[src/design/utf8d_pkg.sv]
// Shared types and constants for the UTF-8 stream decoder.
package utf8d_pkg;

    localparam int BYTE_W = 8;
    localparam int CP_W   = 21;
    localparam int PART_W = 15;
    localparam int CNT_W  = 3;

    localparam logic [CP_W-1:0] CP_REPLACEMENT = 21'h00FFFD;

    // Lead byte classes: mask and pattern after masking.
    localparam logic [BYTE_W-1:0] CONT_MASK  = 8'hC0;
    localparam logic [BYTE_W-1:0] CONT_CODE  = 8'h80;
    localparam logic [BYTE_W-1:0] LEAD2_MASK = 8'hE0;
    localparam logic [BYTE_W-1:0] LEAD2_CODE = 8'hC0;
    localparam logic [BYTE_W-1:0] LEAD3_MASK = 8'hF0;
    localparam logic [BYTE_W-1:0] LEAD3_CODE = 8'hE0;
    localparam logic [BYTE_W-1:0] LEAD4_MASK = 8'hF8;
    localparam logic [BYTE_W-1:0] LEAD4_CODE = 8'hF0;
    localparam logic [BYTE_W-1:0] TERMINATOR = 8'h00;

    // Most results one byte can cause.
    localparam logic [CNT_W-1:0] MAX_RESULTS = 3'd4;

    // Results caused by one byte: cnt code points, all U+FFFD except the
    // final one, which is last_cp.
    typedef struct packed {
        logic [CNT_W-1:0] cnt;
        logic [CP_W-1:0]  last_cp;
    } t_job;

endpackage

[src/design/utf8d_if.sv]
// Valid/ready stream interfaces for the byte input and the code point output.
interface utf8d_byte_if;
    logic                       valid;
    logic                       ready;
    logic [utf8d_pkg::BYTE_W-1:0] in_byte;

    modport source (output valid, output in_byte, input ready);
    modport sink   (input valid, input in_byte, output ready);
endinterface

interface utf8d_cp_if;
    logic                     valid;
    logic                     ready;
    logic [utf8d_pkg::CP_W-1:0] code_point;
    logic                     last_of_run;

    modport source (output valid, output code_point, output last_of_run, input ready);
    modport sink   (input valid, input code_point, input last_of_run, output ready);
endinterface

[src/design/utf8_stream_decoder.sv]
// Top level: streaming UTF-8 decoder, one byte in, code points out.
// The first result of a byte passes through the queue count register and then the output register.
// Throughput: one byte per cycle while each byte gives at most one result and the output accepts; results
// leave at one per cycle while the output accepts; the next byte is taken as a byte's last result leaves.
// Reset: synchronous, active low; clears the open sequence and drops queued results.
module utf8_stream_decoder (
    input  logic          i_clk,
    input  logic          i_rst_n,
    utf8d_byte_if.sink    i_byte,
    utf8d_cp_if.source    o_cp
);

    utf8d_pkg::t_job job;
    logic            accept;
    logic            in_ready;

    assign i_byte.ready = in_ready;
    assign accept       = i_byte.valid && in_ready;

    utf8d_decode u_decode (
        .i_clk    (i_clk),
        .i_rst_n  (i_rst_n),
        .i_accept (accept),
        .i_byte   (i_byte.in_byte),
        .o_job    (job)
    );

    utf8d_emit u_emit (
        .i_clk         (i_clk),
        .i_rst_n       (i_rst_n),
        .i_accept      (accept),
        .i_job         (job),
        .o_in_ready    (in_ready),
        .o_valid       (o_cp.valid),
        .i_ready       (o_cp.ready),
        .o_code_point  (o_cp.code_point),
        .o_last_of_run (o_cp.last_of_run)
    );

endmodule

[src/design/utf8d_decode.sv]
// Sequence state and per-byte decode into a group of pending results.
module utf8d_decode (
    input  logic                         i_clk,
    input  logic                         i_rst_n,
    input  logic                         i_accept,
    input  logic [utf8d_pkg::BYTE_W-1:0] i_byte,
    output utf8d_pkg::t_job              o_job
);

    logic [utf8d_pkg::PART_W-1:0] r_partial, n_partial;
    logic [1:0]                   r_needed, n_needed;
    logic [1:0]                   r_taken, n_taken;

    always_comb begin
        logic [utf8d_pkg::CP_W-1:0]  v;
        logic [utf8d_pkg::CNT_W-1:0] flush;
        logic                        tail;
        logic                        is_cont;

        v       = {r_partial, i_byte[5:0]};
        is_cont = (i_byte & utf8d_pkg::CONT_MASK) == utf8d_pkg::CONT_CODE;
        flush   = '0;
        tail    = 1'b0;

        n_partial     = r_partial;
        n_needed      = r_needed;
        n_taken       = r_taken;
        o_job.cnt     = '0;
        o_job.last_cp = utf8d_pkg::CP_REPLACEMENT;

        if (r_needed != 2'd0 && is_cont) begin
            if (r_needed == 2'd1) begin
                o_job.cnt     = 3'd1;
                o_job.last_cp = v;
                n_partial     = '0;
                n_needed      = 2'd0;
                n_taken       = 2'd0;
            end else begin
                n_partial = v[utf8d_pkg::PART_W-1:0];
                n_needed  = r_needed - 2'd1;
                n_taken   = r_taken + 2'd1;
            end
        end else begin
            // A broken sequence flushes one U+FFFD for the lead and one per
            // continuation taken, then the byte is decoded afresh; the terminator 0x00 gives no result.
            if (r_needed != 2'd0) begin
                flush = {1'b0, r_taken} + 3'd1;
            end
            n_partial = '0;
            n_needed  = 2'd0;
            n_taken   = 2'd0;
            if (i_byte != utf8d_pkg::TERMINATOR) begin
                priority if (i_byte[7] == 1'b0) begin
                    tail          = 1'b1;
                    o_job.last_cp = {{(utf8d_pkg::CP_W-utf8d_pkg::BYTE_W){1'b0}}, i_byte};
                end else if ((i_byte & utf8d_pkg::LEAD2_MASK) == utf8d_pkg::LEAD2_CODE) begin
                    n_partial = {{(utf8d_pkg::PART_W-5){1'b0}}, i_byte[4:0]};
                    n_needed  = 2'd1;
                end else if ((i_byte & utf8d_pkg::LEAD3_MASK) == utf8d_pkg::LEAD3_CODE) begin
                    n_partial = {{(utf8d_pkg::PART_W-4){1'b0}}, i_byte[3:0]};
                    n_needed  = 2'd2;
                end else if ((i_byte & utf8d_pkg::LEAD4_MASK) == utf8d_pkg::LEAD4_CODE) begin
                    n_partial = {{(utf8d_pkg::PART_W-3){1'b0}}, i_byte[2:0]};
                    n_needed  = 2'd3;
                end else begin
                    tail = 1'b1;
                end
            end
            o_job.cnt = flush + {2'b00, tail};
        end
    end

    always_ff @(posedge i_clk) begin
        if (!i_rst_n) begin
            r_partial <= '0;
            r_needed  <= 2'd0;
            r_taken   <= 2'd0;
        end else if (i_accept) begin
            r_partial <= n_partial;
            r_needed  <= n_needed;
            r_taken   <= n_taken;
        end
    end

    // The lead byte plus all continuations never exceed four bytes.
    a_seq_len: assert property (@(posedge i_clk) disable iff (!i_rst_n)
        ({1'b0, r_needed} + {1'b0, r_taken}) <= 3'd3)
        else $error("open sequence longer than four bytes");

    // With no sequence open, nothing is left over from the last one.
    a_idle_clean: assert property (@(posedge i_clk) disable iff (!i_rst_n)
        r_needed == 2'd0 |-> (r_taken == 2'd0 && r_partial == '0))
        else $error("idle decoder holds stale sequence state");

    // An accepted byte never causes more than four results.
    a_job_bound: assert property (@(posedge i_clk) disable iff (!i_rst_n)
        i_accept |-> o_job.cnt <= utf8d_pkg::MAX_RESULTS)
        else $error("byte causes too many results");

endmodule

[src/design/utf8d_emit.sv]
// Result queue for one byte's group of code points and the output register.
module utf8d_emit (
    input  logic                         i_clk,
    input  logic                         i_rst_n,
    input  logic                         i_accept,
    input  utf8d_pkg::t_job              i_job,
    output logic                         o_in_ready,
    output logic                         o_valid,
    input  logic                         i_ready,
    output logic [utf8d_pkg::CP_W-1:0]   o_code_point,
    output logic                         o_last_of_run
);

    logic [utf8d_pkg::CNT_W-1:0] r_cnt, n_cnt;
    logic [utf8d_pkg::CP_W-1:0]  r_last_cp;
    logic                        r_out_valid;
    logic [utf8d_pkg::CP_W-1:0]  r_out_cp;
    logic                        r_out_last;
    logic                        out_free;
    logic                        move;

    assign out_free   = !r_out_valid || i_ready;
    assign move       = (r_cnt != '0) && out_free;
    // A new group may load when the queue is empty or its final result
    // leaves in this cycle.
    assign o_in_ready = (r_cnt == '0) || (r_cnt == 3'd1 && out_free);

    always_comb begin
        n_cnt = r_cnt;
        if (move) begin
            n_cnt = r_cnt - 3'd1;
        end
        if (i_accept && i_job.cnt != '0) begin
            n_cnt = i_job.cnt;
        end
    end

    always_ff @(posedge i_clk) begin
        if (!i_rst_n) begin
            r_cnt       <= '0;
            r_out_valid <= 1'b0;
        end else begin
            r_cnt <= n_cnt;
            if (move) begin
                r_out_valid <= 1'b1;
            end else if (i_ready) begin
                r_out_valid <= 1'b0;
            end
        end
    end

    always_ff @(posedge i_clk) begin
        if (i_accept && i_job.cnt != '0) begin
            r_last_cp <= i_job.last_cp;
        end
        if (move) begin
            r_out_cp   <= (r_cnt == 3'd1) ? r_last_cp : utf8d_pkg::CP_REPLACEMENT;
            r_out_last <= (r_cnt == 3'd1);
        end
    end

    assign o_valid       = r_out_valid;
    assign o_code_point  = r_out_cp;
    assign o_last_of_run = r_out_last;

    a_cnt_bound: assert property (@(posedge i_clk) disable iff (!i_rst_n)
        r_cnt <= utf8d_pkg::MAX_RESULTS)
        else $error("result queue count out of range");

    // While a run is incomplete, the rest of it is still queued.
    a_run_pending: assert property (@(posedge i_clk) disable iff (!i_rst_n)
        (r_out_valid && !r_out_last) |-> r_cnt != '0)
        else $error("run shown unfinished with nothing queued");

    // Moving the final queued result marks the end of the run.
    a_last_marked: assert property (@(posedge i_clk) disable iff (!i_rst_n)
        (move && r_cnt == 3'd1) |=> (r_out_valid && r_out_last))
        else $error("final result of a run not marked");

endmodule
[src/flat_wrapper.sv]
// flat-port wrapper written by rule: the top's interface ports become plain ports
module utf8_stream_decoder_flat 
  (i_clk, i_rst_n, i_byte_valid, i_byte_in_byte, i_byte_ready, o_cp_valid, o_cp_code_point, o_cp_last_of_run, o_cp_ready);
  utf8d_byte_if i_byte_i ();
  utf8d_cp_if o_cp_i ();
  input  logic i_clk;
  input  logic i_rst_n;
  input wire logic [$bits(i_byte_i.valid)-1:0] i_byte_valid;
  input wire logic [$bits(i_byte_i.in_byte)-1:0] i_byte_in_byte;
  output wire logic [$bits(i_byte_i.ready)-1:0] i_byte_ready;
  output wire logic [$bits(o_cp_i.valid)-1:0] o_cp_valid;
  output wire logic [$bits(o_cp_i.code_point)-1:0] o_cp_code_point;
  output wire logic [$bits(o_cp_i.last_of_run)-1:0] o_cp_last_of_run;
  input wire logic [$bits(o_cp_i.ready)-1:0] o_cp_ready;
  assign i_byte_i.valid = i_byte_valid;
  assign i_byte_i.in_byte = i_byte_in_byte;
  assign i_byte_ready = i_byte_i.ready;
  assign o_cp_valid = o_cp_i.valid;
  assign o_cp_code_point = o_cp_i.code_point;
  assign o_cp_last_of_run = o_cp_i.last_of_run;
  assign o_cp_i.ready = o_cp_ready;
  utf8_stream_decoder u_core (.i_clk(i_clk), .i_rst_n(i_rst_n), .i_byte(i_byte_i), .o_cp(o_cp_i));
endmodule
[config.mk]
export PLATFORM = sky130hd
export DESIGN_NAME = utf8_stream_decoder_flat
export DESIGN_NICKNAME = d
export VERILOG_FILES = /design/src/design/utf8d_pkg.sv /design/src/design/utf8d_if.sv /design/src/design/utf8_stream_decoder.sv /design/src/design/utf8d_decode.sv /design/src/design/utf8d_emit.sv /design/src/flat_wrapper.sv
export SDC_FILE = /design/constraint.sdc
export NUM_CORES = 1
export LEC_CHECK = 0
export ABC_CLOCK_PERIOD_IN_PS = 2750
export BUFFER_PORTS_ARGS = -buffer_cell sky130_fd_sc_hd__buf_2
export CORE_MARGIN = 2
export CORE_UTILIZATION = 51
export DETAILED_ROUTE_END_ITERATION = 8
export PLACE_DENSITY = 0.74
export SETUP_SLACK_MARGIN = 0.05
export SYNTH_ARGS = -nofsm -noshare
export SYNTH_HDL_FRONTEND = slang
export SYNTH_SLANG_ARGS = --single-unit
[constraint.sdc]
create_clock -name i_clk -period 2.75 [get_ports i_clk]
set_clock_uncertainty 0.15 [all_clocks]
set_input_delay 0.1375 -clock i_clk [delete_from_list [all_inputs] [get_ports i_clk]]
set_output_delay 0.1375 -clock i_clk [all_outputs]
set_load 0.005 [all_outputs]
### Yosys cells after proc, flatten, opt, wreduce, memory -nomap -nowiden

Index checks and enable logic that the tools add are counted.

| operators by class | value |
|---|---|
| reduce and logical (&&, ||, !) cells | 15 |
| multipliers | 0 |
| $add $sub $neg | 5 |
| multiplexer cells | 32 |
| bitwise logic cells | 0 |
| equal/unequal tests | 6 |
| shifts and indexed selects | 0 |
| divide/modulo/power cells | 0 |
| magnitude comparators | 0 |

Operator list:

| cell | count |
|---|---|
| two-way mux 16 bit | 2 |
| two-way mux 15 bit | 2 |
| two-way mux 24 bit | 1 |
| two-way mux 22 bit | 1 |
| two-way mux 2 bit | 9 |
| two-way mux 3 bit | 5 |
| two-way mux 5 bit | 3 |
| two-way mux 1 bit | 8 |
| nonzero test 8 bit | 1 |
| nonzero test 2 bit | 3 |
| nonzero test 3 bit | 2 |
| == test 5 bit, second input constant | 1 |
| logical AND 1 bit | 5 |
| == test 4 bit, second input constant | 1 |
| two-way mux 4 bit | 1 |
| adder 2 x 1 -> 3 bit, second input constant | 1 |
| adder 3 x 1 -> 3 bit | 1 |
| == test 3 x 1 -> 1 bit, second input constant | 1 |
| == test 3 bit, second input constant | 1 |
| zero test 3 bit | 1 |
| subtractor 3 x 1 -> 3 bit, second input constant | 1 |
| adder 2 x 1 -> 2 bit, second input constant | 1 |
| == test 2 x 1 -> 1 bit, second input constant | 1 |
| == test 2 bit, second input constant | 1 |
| other kinds (3) | 4 |

| storage, ports and cells | value |
|---|---|
| logic and storage cells | 66 |
| output and inout bits | 24 |
| memory bits (read-only) | 0 |
| bits in registers | 66 |
| bits in writable memories | 0 |
| memories | 0 |
| input port bits | 12 |
| bits in latches | 0 |

### Depth between registers and ports, before layout

Gate-level depths: netlist (run 1).

| depth | value |
|---|---|
| depth in word-level cells | 12 |
| gate-level depth with buffers | 10 |
| mapped depth without buffers | 10 |

### Hierarchy

A second synthesis (run 1) with hierarchy kept.

| unflattened totals | value |
|---|---|
| cells, all modules | 259 |
| area total of the unflattened synthesis | 2,939.1 µm² |

Modules (own cells, without submodules):

| module | instances | sequential area each (µm²) | cells each | area an instance (µm²) |
|---|---|---|---|---|
| utf8d_emit | 1 | 1,371.3 | 99 | 1,732.9 |
| utf8d_decode | 1 | 380.4 | 159 | 1,199.9 |
| utf8_stream_decoder | 1 | 0.0 | 1 | 6.3 |

### Least setup slack after synthesis (run 1)

OpenSTA, ideal clock, no wires.

| timing path | value |
|---|---|
| path type | flip-flop to flip-flop |
| start | reg u_core.u_emit.r_cnt[0] (netlist bit) |
| end | reg u_core.u_emit.r_cnt[0] (netlist bit) |
| arrival time | 2.492 ns |
| buffers on the path | 0 |
| clock period less this slack | 2.761 ns |
| setup time | 0.119 ns |
| required time | 2.481 ns |
| stages on the path, launching flop included | 7 |
| setup slack | -0.011 ns |
| cells stage by stage | dfxtp_1 -> inv_1 -> ha_1 -> nor2b_1 -> a21oi_1 -> a22oi_1 -> o221a_1 |

| between the ends | value |
|---|---|
| elaborated cells on any way between the ends | 12 |
| classes of those cells | add/sub (1); eq/ne (1); mux (2); reduce/logical (8) |

RTL lines:

| element | line | source |
|---|---|---|
| start: declaration | utf8d_emit.sv:14 | `logic [utf8d_pkg::CNT_W-1:0] r_cnt, n_cnt;` |
| start signal: assignment | utf8d_emit.sv:43 | `r_cnt <= n_cnt;` |
| nonzero test 3 bit | utf8d_emit.sv:23 | `assign move = (r_cnt != '0) && out_free;` |
| logical AND 1 bit | utf8d_emit.sv:23 |  |
| net u_core.u_emit.move | utf8d_emit.sv:20 | `logic move;` |
| nonzero test 2 bit (no line) | n/a |  |

The timed path passes the listed nets, and every way through them passes these cells. The select of a mux whose other input is x is not followed.
A chain may end at the register's enable or synchronous reset.

### Worst setup path after layout (run 1)

| timing path | value |
|---|---|
| start | in i_byte_in_byte[0] |
| end | reg u_core.u_emit.r_cnt[0] (netlist bit) |

| between the ends | value |
|---|---|
| cells in the longest elaborated chain, start to end | 8 |
| elaborated cells on any way between the ends | 9 |
| classes of those cells | add/sub (1); mux (4); reduce/logical (4) |

RTL lines:

| element | line | source |
|---|---|---|
| start: declaration | flat_wrapper.sv:9 | `input wire logic [$bits(i_byte_i.in_byte)-1:0] i_byte_in_byte;` |
| nonzero test 8 bit * | utf8d_decode.sv:52 | `if (i_byte != utf8d_pkg::TERMINATOR) begin` |
| two-way mux 1 bit * | utf8d_decode.sv:52 |  |
| two-way mux 1 bit * | utf8d_decode.sv:31 | `if (r_needed != 2'd0 && is_cont) begin` |
| adder 3 x 1 -> 3 bit * | utf8d_decode.sv:69 | `o_job.cnt = flush + {2'b00, tail};` |
| two-way mux 24 bit * | utf8d_decode.sv:31 |  |
| nonzero test 3 bit | utf8d_emit.sv:33 | `if (i_accept && i_job.cnt != '0) begin` |
| logical AND 1 bit | utf8d_emit.sv:33 |  |
| two-way mux 3 bit / nonzero test 2 bit (equally long branches) | n/a |  |

Every way passes the cells marked *; elsewhere a longest branch is shown, timed or not. The select of a mux whose other input is x is not followed.

==> results, run 1 <==
- The run finished with clean final reports.
- The multiplexer share of the synthesized area is 0%.
- Counting flops with a built-in enable in the synthesized netlist gives 43.
- Pin placement for this block handled 36 I/O pins.
- The die footprint is 0.00630 mm2.
- Before antenna repair, the detailed router went through 4 iterations.
- Summing all flip-flop and latch instances after layout gives 0.00175 mm2.
- The pin count of the biggest net entering global routing is 27.
- The area of combinational cells with multiple inputs is 0.00106 mm2.
- The fill cell total of the finished layout is 445.
- Data arrives at the worst endpoint at 2.55 ns.
- The initial utilization of the core area, before any placement, comes to 52.6%.
- Routability-driven placement finished with a final weighted congestion of 0.846.
- The worst hold path passes through 2 cells.
- For this run, the total global-route usage over all layers was measured as 18.8%.
- The area growth from synthesis to layout is 16.8%.
- Once detailed placement completed, the half-perimeter wirelength came to 3580 um.
- In this run the tool buffered the top-level ports with 35 buffer cells.
- The complex-gate fraction of the synthesized area is 12.3%.
- In this run the critical register-to-register path is captured at u_core.u_emit.r_cnt[0].
- The final critical delay including setup and external delays is 2.49 ns.
- STA classifies the critical path startpoint as a primary input.
- The endpoint kind of the worst setup timing path is a flip-flop.
- The origin of the critical flop-to-flop path is u_core.u_decode.r_needed[0].
- Summing the areas of all xor and xnor instances in the mapped netlist gives 0.302% of the synthesized area.
- Setup repair after global routing left no endpoint under its margin.
- The final sum of negative setup slack is 0 ns.
- The library cells used most frequently in the layout, excluding fill and tap cells, are sky130_fd_sc_hd__edfxtp_1, sky130_fd_sc_hd__buf_2, sky130_fd_sc_hd__dfxtp_1, sky130_fd_sc_hd__nand2_1, sky130_fd_sc_hd__a21oi_1.
- The die extent in x is 79.4 um.
- The average size of a mapped cell is 11.4 um2.
- The main combinational cell family by area after synthesis is simple AND/OR/NAND/NOR gates.
- The total CTS buffers is 9.
- The power per unit of standard cell area is 933 mW/mm2.
- Clock-pin slew was measured on the worst setup and hold paths at 0.07 ns.
- The synthesized-area fraction occupied by adder cells is 3.46%.
- At the pin with the least slew margin, the transition time is 0.629 ns.
- The number of register bits inferred by synthesis is 66.
- The required time at the worst-slack endpoint is 2.82 ns.
- Summing the areas of all and, or, nand and nor instances in the mapped netlist gives 20.3% of the synthesized area.
- The maximum buffer depth of the clock tree is 2.
- The type of the worst setup path is in2reg.
- The worst path meets setup with 0.265 ns of slack.
- The region available for standard cell placement spans 0.00551 mm2.
- Across the run, the number of max-cap violations was 0.
- Counting every sink on the clock net gives 66.
- The fraction of registers with async set/reset is 0%.
- The layout net count is 318.
- The final standard cell area without fillers is 0.00338 mm2.
- In the synthesized netlist the dominant register cell turns out to be sky130_fd_sc_hd__edfxtp_1.
- The cell count of the worst reg-to-reg path is 10.
- The number of nets with antenna violations after detailed routing is 0.
- The number of cells produced by synthesis is 253.
- The die is 79.4 um tall.
- 0 antenna diodes ended up in the layout.
- In this run the cell area measured after placement is 0.00314 mm2.
- The CTS tree is yes.
- The number of nets in the synthesized netlist is 273.
- The count of endpoints failing setup in the final report is 0.
- The number of warnings reported in the yosys synthesis log is 0.
- The worst setup slack before clock tree synthesis is 0.155 ns.
- The worst-path maximum fanout is 6.
- The worst slew margin relative to its limit is 58.0%.
- The number of different library cells in the post-synthesis netlist is 48.
- Summed over all layers, the routed wires come to 5270 um.
- The vias after detailed routing is 1981.
- The average wire per cell in the routed design is 14.0 um.
- The first routing iteration left 116 violations.
- The final-report max-slew violation count is 0.
- The wire length of the first global-routing pass is 9060 um.
- The most critical setup path has its startpoint at i_byte_in_byte[0].
- On the worst path, the slowest cell contributes a delay of 0.52 ns.
- The worst supply voltage drop on vdd is 0.396 mV.
- For this design the static power due to leakage is 1.23 nW.
- After synthesis, flip-flops and latches occupy 60.5% of the total area.
- At the later pin of the worst-skew pair, clock insertion delay measures 0.33 ns.
- Summed over all layers, the global routing overflow is 0.
- The mapped netlist covers 0.00290 mm2.
- The portion of the clock cycle consumed by the worst path in the final layout is 90.4%.
- The number of global-route vias before repair is 1913.
- Buffers added to address setup during post-CTS repair amount to 0.
- The highest attainable clock frequency is 0.402 GHz.
- For hold timing, the worst endpoint is u_core.u_emit.r_last_cp[3].
- The setup check on the worst reg-to-reg path leaves a slack of 0.30 ns.
- The floorplan has 27 rows.
- The final hold violation count is 0.
- The most frequent standard cell in the layout excluding fill and tap cells is sky130_fd_sc_hd__edfxtp_1.
- The critical path goes through dlygate4sd3_1 -> buf_2 -> nor4_2 -> a31oi_1 -> ha_1 -> ha_1 -> nand2b_1 -> a31oi_1 -> nand3b_1 -> a21o_1 -> o221a_1.
- The number of antenna violations at the first check in global routing is 0.
- The path class of the tightest hold or removal check is in2reg.
- After detailed routing, the number of remaining DRC violations is 0.
- The start point of the worst min-delay path is i_byte_in_byte[3].
- The cell at the slowest stage of the critical path is sky130_fd_sc_hd__dlygate4sd3_1.
- The share of cells above drive strength 1 is 25.1%.
- The vias per cell is 5.28.
- The root cell of the clock tree is sky130_fd_sc_hd__clkbuf_8.
- The H-tree was split into 3 levels.
[repair_timing]
item	CTS	global route
endpoints found under the setup margin	0	24
hold endpoints to repair	11	0
hold buffers	7	0
resized for setup	0	2
[registers in the layout, summed over array words and instances, names as in the netlist]
register,count
u_core.u_decode.r_needed,2
u_core.u_decode.r_taken,2
u_core.u_emit.r_cnt,3
u_core.u_emit.o_last_of_run,1
u_core.u_decode.r_partial,15
u_core.u_emit.o_valid,1
u_core.u_emit.r_last_cp,21
u_core.u_emit.o_code_point,21
[through the flow]
stage               power [mW]  hold slack, ns  std cells  util (%)
global placement          2.44           0.280        352      57.0
finish                    3.16          0.0337        375      61.4
CTS                       3.18         0.00192        375      61.3
global route              3.36          0.0244        375      61.4
detailed placement        2.48           0.283        352      57.0
floorplan                 2.18           0.121        253         -
[cell type report]
type	count	area share (%)
tap	72	2.66
clock buffer	9	3.66
inverter	9	0.999
multi-input combinational	166	31.4
sequential	66	51.8
clock inverter	7	1.33
timing repair buffer	46	8.14
[critical path, delay by kind of cell]
family / cells / cell delay, ns
buffers and inverters: 2 / 0.67
AND/OR/NAND/NOR: 3 / 0.52
adder cells (fa/ha/maj): 2 / 0.40
AO/OA/AOI/OAI: 4 / 0.80
[worst max path at each step]
stage / end / slack (ns) / depth (start not counted)
floorplan: u_core.u_emit.r_last_cp[0] / 0.42 / 9
global placement: u_core.u_emit.r_last_cp[16] / 0.23 / 9
detailed placement: u_core.u_emit.r_last_cp[16] / 0.15 / 9
CTS: u_core.u_emit.r_last_cp[1] / 0.07 / 10
global route: u_core.u_emit.r_cnt[0] / 0.12 / 11
finish: u_core.u_emit.r_cnt[0] / 0.26 / 11
[cell families (layout without fill, tap and decap cells)]
kind of cell	Yosys count	after routing
AOI/OAI and AO/OA	55	55
DFF	66	66
xor gates and xnor gates	1	1
buffers and inverters	21	71
adders and majority gates	8	8
and+or+nand+nor	102	102
[routing by layer]
metal	global-route usage, %	up-vias	wire length [um]
met3	2.95	8	200
met4	9.66	0	96
li1	-	999	-
met5	0	-	0
met2	30.0	47	2570
met1	25.0	927	2400
[power by group]
group	switching [mW]	total, mW	internal, mW
combinational	0.615	1.00	0.387
sequential	0.0720	1.47	1.40
clock	0.357	0.680	0.323
[cells in the mapped netlist, types with 2 or more instances]
master	number	area (um2)
sky130_fd_sc_hd__edfxtp_1	43	1290
sky130_fd_sc_hd__dfxtp_1	23	460
sky130_fd_sc_hd__a21oi_1	20	100
sky130_fd_sc_hd__nand2_1	20	75.1
sky130_fd_sc_hd__nand2b_1	18	113
sky130_fd_sc_hd__nand3_1	12	60.1
sky130_fd_sc_hd__nor2b_1	12	75.1
sky130_fd_sc_hd__nor2_1	11	41.3
sky130_fd_sc_hd__o21ai_0	10	50.1
sky130_fd_sc_hd__inv_1	9	33.8
sky130_fd_sc_hd__ha_1	8	100
sky130_fd_sc_hd__and2_1	7	43.8
sky130_fd_sc_hd__clkbuf_1	7	26.3
sky130_fd_sc_hd__and3_2	5	37.5
sky130_fd_sc_hd__a22oi_1	4	30.0
sky130_fd_sc_hd__or2_2	4	25.0
sky130_fd_sc_hd__a211oi_1	3	22.5
sky130_fd_sc_hd__a31oi_1	3	18.8
sky130_fd_sc_hd__a21o_1	2	15.0
sky130_fd_sc_hd__buf_2	2	10.0
sky130_fd_sc_hd__o211ai_1	2	15.0
sky130_fd_sc_hd__or3_2	2	15.0
Power figures use the tool's default switching activity.
==> inputs of run 2 (changes only) <==
--- a/config.mk
+++ b/config.mk
@@ -7,6 +7,7 @@
 export LEC_CHECK = 0
 export ABC_CLOCK_PERIOD_IN_PS = 2750
 export BUFFER_PORTS_ARGS = -buffer_cell sky130_fd_sc_hd__buf_2
+export CORE_ASPECT_RATIO = 2
 export CORE_MARGIN = 2
 export CORE_UTILIZATION = 51
 export DETAILED_ROUTE_END_ITERATION = 8
==> results, run 2 (synthesis gave the netlist of run 1 again) <==
- The worst hold path was traced through 3 stages.
- The highest attainable clock frequency is 0.399 GHz.
- In this run the static leakage power is 1.27 nW.
- The worst-path maximum fanout is 7.
- The layout net count is 322.
- The min-delay analysis places its worst path in the category in2reg.
- The start point of the worst min-delay path is i_byte_in_byte[4].
- The initial utilization of the core area, before any placement, comes to 53.0%.
- The arrival time at the worst endpoint is 2.59 ns.
- By instance count, the cell type seen most on the critical path is sky130_fd_sc_hd__a31oi_1.
- The power per unit of standard cell area is 967 mW/mm2.
- The type of the worst setup path is in2reg.
- Setup violations remaining at the end of the flow were counted as 0.
- The most frequent standard cell in the layout excluding fill and tap cells is sky130_fd_sc_hd__edfxtp_1.
- The portion of the clock cycle consumed by the worst path in the final layout is 91.1%.
- The share of cells above drive strength 1 is 26.1%.
- For this run, the slowest stage of the critical path takes 0.54 ns.
- The die extent in x is 57.3 um.
- The cell sitting at the root of the clock tree is a sky130_fd_sc_hd__clkbuf_8.
- The required time at the worst-slack endpoint is 2.84 ns.
- The worst setup path is captured at a flip-flop.
- The final sum of negative setup slack is 0 ns.
- For the pin with the worst max-slew slack, the measured transition is 0.658 ns.
- The die footprint is 0.00634 mm2.
- The endpoint identified for the worst register-to-register timing path is u_core.u_emit.r_cnt[0].
- The routed design has 4960 um of wire.
- The total CTS buffers is 9.
- The number of global-route vias before repair was 1875.
- The tool flagged a number of max-cap violations equal to 0.
- The startpoint identified for the worst register-to-register timing path is u_core.u_decode.r_needed[0].
- The final hold violation count is 0.
- The number of antenna violations at the first check in global routing is 0.
- The number of buffers added for setup after CTS is 0.
- The floorplan has 38 rows.
- The global-route usage over all layers is 17.7%.
- The worst setup slack for register-to-register paths is 0.28 ns.
- The type of element launching the critical path is a primary input.
- The library cells used most frequently in the layout, excluding fill and tap cells, are sky130_fd_sc_hd__edfxtp_1, sky130_fd_sc_hd__buf_2, sky130_fd_sc_hd__dfxtp_1, sky130_fd_sc_hd__nand2_1, sky130_fd_sc_hd__a21oi_1.
- The count of buffers from port buffering is 35.
- The wire length of the first global-routing pass is 8420 um.
- The detailed router placed 1985 vias in this run.
- For this run, the detailed router's first-pass iteration total came to 4.
- The flow ran to the end, and the final reports show no timing, DRC or antenna violations.
- Summed over all nets, the half-perimeter wirelength after detailed placement is 3580 um.
- The worst setup slack before clock tree synthesis is 0.121 ns.
- The number of remaining DRC errors is 0.
- The final-report max-slew violation count was 0.
- The critical path goes through dlygate4sd3_1 -> buf_2 -> a31oi_1 -> a31oi_1 -> ha_1 -> ha_1 -> nand2b_1 -> a31oi_1 -> nand3b_1 -> a21o_1 -> o221a_1.
- The routability congestion estimate from global placement is 0.934.
- The remaining global-route overflow is 0.
- The area growth from synthesis to layout is 19.0%.
- On the critical path, the stage with the largest delay is an instance of sky130_fd_sc_hd__dlygate4sd3_1.
- The clock latency on the worst-skew pair is 0.34 ns.
- The clock-pin transition on the worst setup and hold timing paths is 0.07 ns.
- The count of nets left with antenna violations once routing finished came out at 0.
- The number of I/O pins is 36.
- The end of the worst hold path is u_core.u_decode.r_partial[4].
- The post-layout total power is 3.33 mW.
- The antenna diode instance count is 0.
- The clock passes through at most 2 buffers.
- Dividing the detail-routed wire length by the instance count gives 13.5 um.
- The worst supply voltage drop on vdd is 0.731 mV.
- After the flow finishes, the layout carries non-filler instances totaling 367.
- The pin count of the biggest net entering global routing is 27.
- For the finished layout, the period the worst path requires is 2.51 ns.
- Setup repair after global routing left no endpoint under its margin.
- The critical path contains buffers and inverters numbering 2 combined.
- The cell count of the worst reg-to-reg path is 10.
- In the routed layout, each cell is associated on average with a via count of 5.41.
- The H-tree generated during clock tree synthesis spans 3 levels.
- TritonCTS built the clock tree.
- The post-placement cell count is 343.
- The die is 111 um tall.
- The core footprint is 0.00547 mm2.
- The family with the most delay on the worst path is compound AO/OA/AOI/OAI gates.
- The minimum setup slack in the final design is 0.245 ns.
- For this design, the sink count on the clock tree is 66.
- The number of DRC markers in iteration 0 is 42.
- The worst slew margin relative to its limit is 56.1%.
[run 2: per-layer routing]
metal / global-route usage (%) / up-vias / share of wire [%]
li1: - / 1004 / -
met1: 18.7 / 906 / 38
met2: 29.3 / 57 / 53
met3: 5.74 / 18 / 4.5
met4: 11.0 / 0 / 3.6
met5: 0 / - / 0
[run 2: cell type report]
cell class	instances	area (um2)
clock buffer	9	124
clock inverter	7	92.6
fill	435	2020
inverter	9	33.8
multi-input combinational	166	1060
sequential	66	1750
tap	60	75.1
timing repair buffer	50	308
[run 2: repair_timing]
action / in CTS / in global routing
hold endpoints to repair: 14 / 0
gates resized for setup: 0 / 2
hold buffers: 8 / 0
setup endpoints to repair: 0 / 24
[run 2: tightest hold or removal path: cells and delay by family]
family / cells / cell delay (ns)
buffers and inverters: 1 / 0.14
AOI/OAI and AO/OA: 2 / 0.20
[run 2: worst max-delay path by stage]
stage                                            from                           to  cells past startpoint
after floorplan           u_core.u_decode.r_needed[0]   u_core.u_emit.r_last_cp[0]                      9
after global placement              i_byte_in_byte[3]  u_core.u_emit.r_last_cp[19]                      9
after detailed placement            i_byte_in_byte[4]  u_core.u_emit.r_last_cp[19]                      9
after CTS                           i_byte_in_byte[0]  u_core.u_emit.r_last_cp[19]                     10
after global routing                i_byte_in_byte[0]       u_core.u_emit.r_cnt[1]                     11
final                               i_byte_in_byte[5]       u_core.u_emit.r_cnt[0]                     11
[run 2: power breakdown]
group / leakage, nW / switching [mW] / internal (mW)
combinational: 0.606 / 0.592 / 0.401
sequential: 0.565 / 0.0685 / 1.40
clock: 0.103 / 0.364 / 0.508
total: 1.27 / 1.03 / 2.31
[run 2: metrics by stage]
step	hold slack [ns]	area (um2)	util (%)
2_1_floorplan	0.121	2900	-
3_3_place_gp	0.270	3140	57.5
3_5_place_dp	0.273	3140	57.5
4_1_cts	0.00980	3440	62.9
5_1_grt	0.0454	3450	63.1
6_report	0.0334	3450	63.1
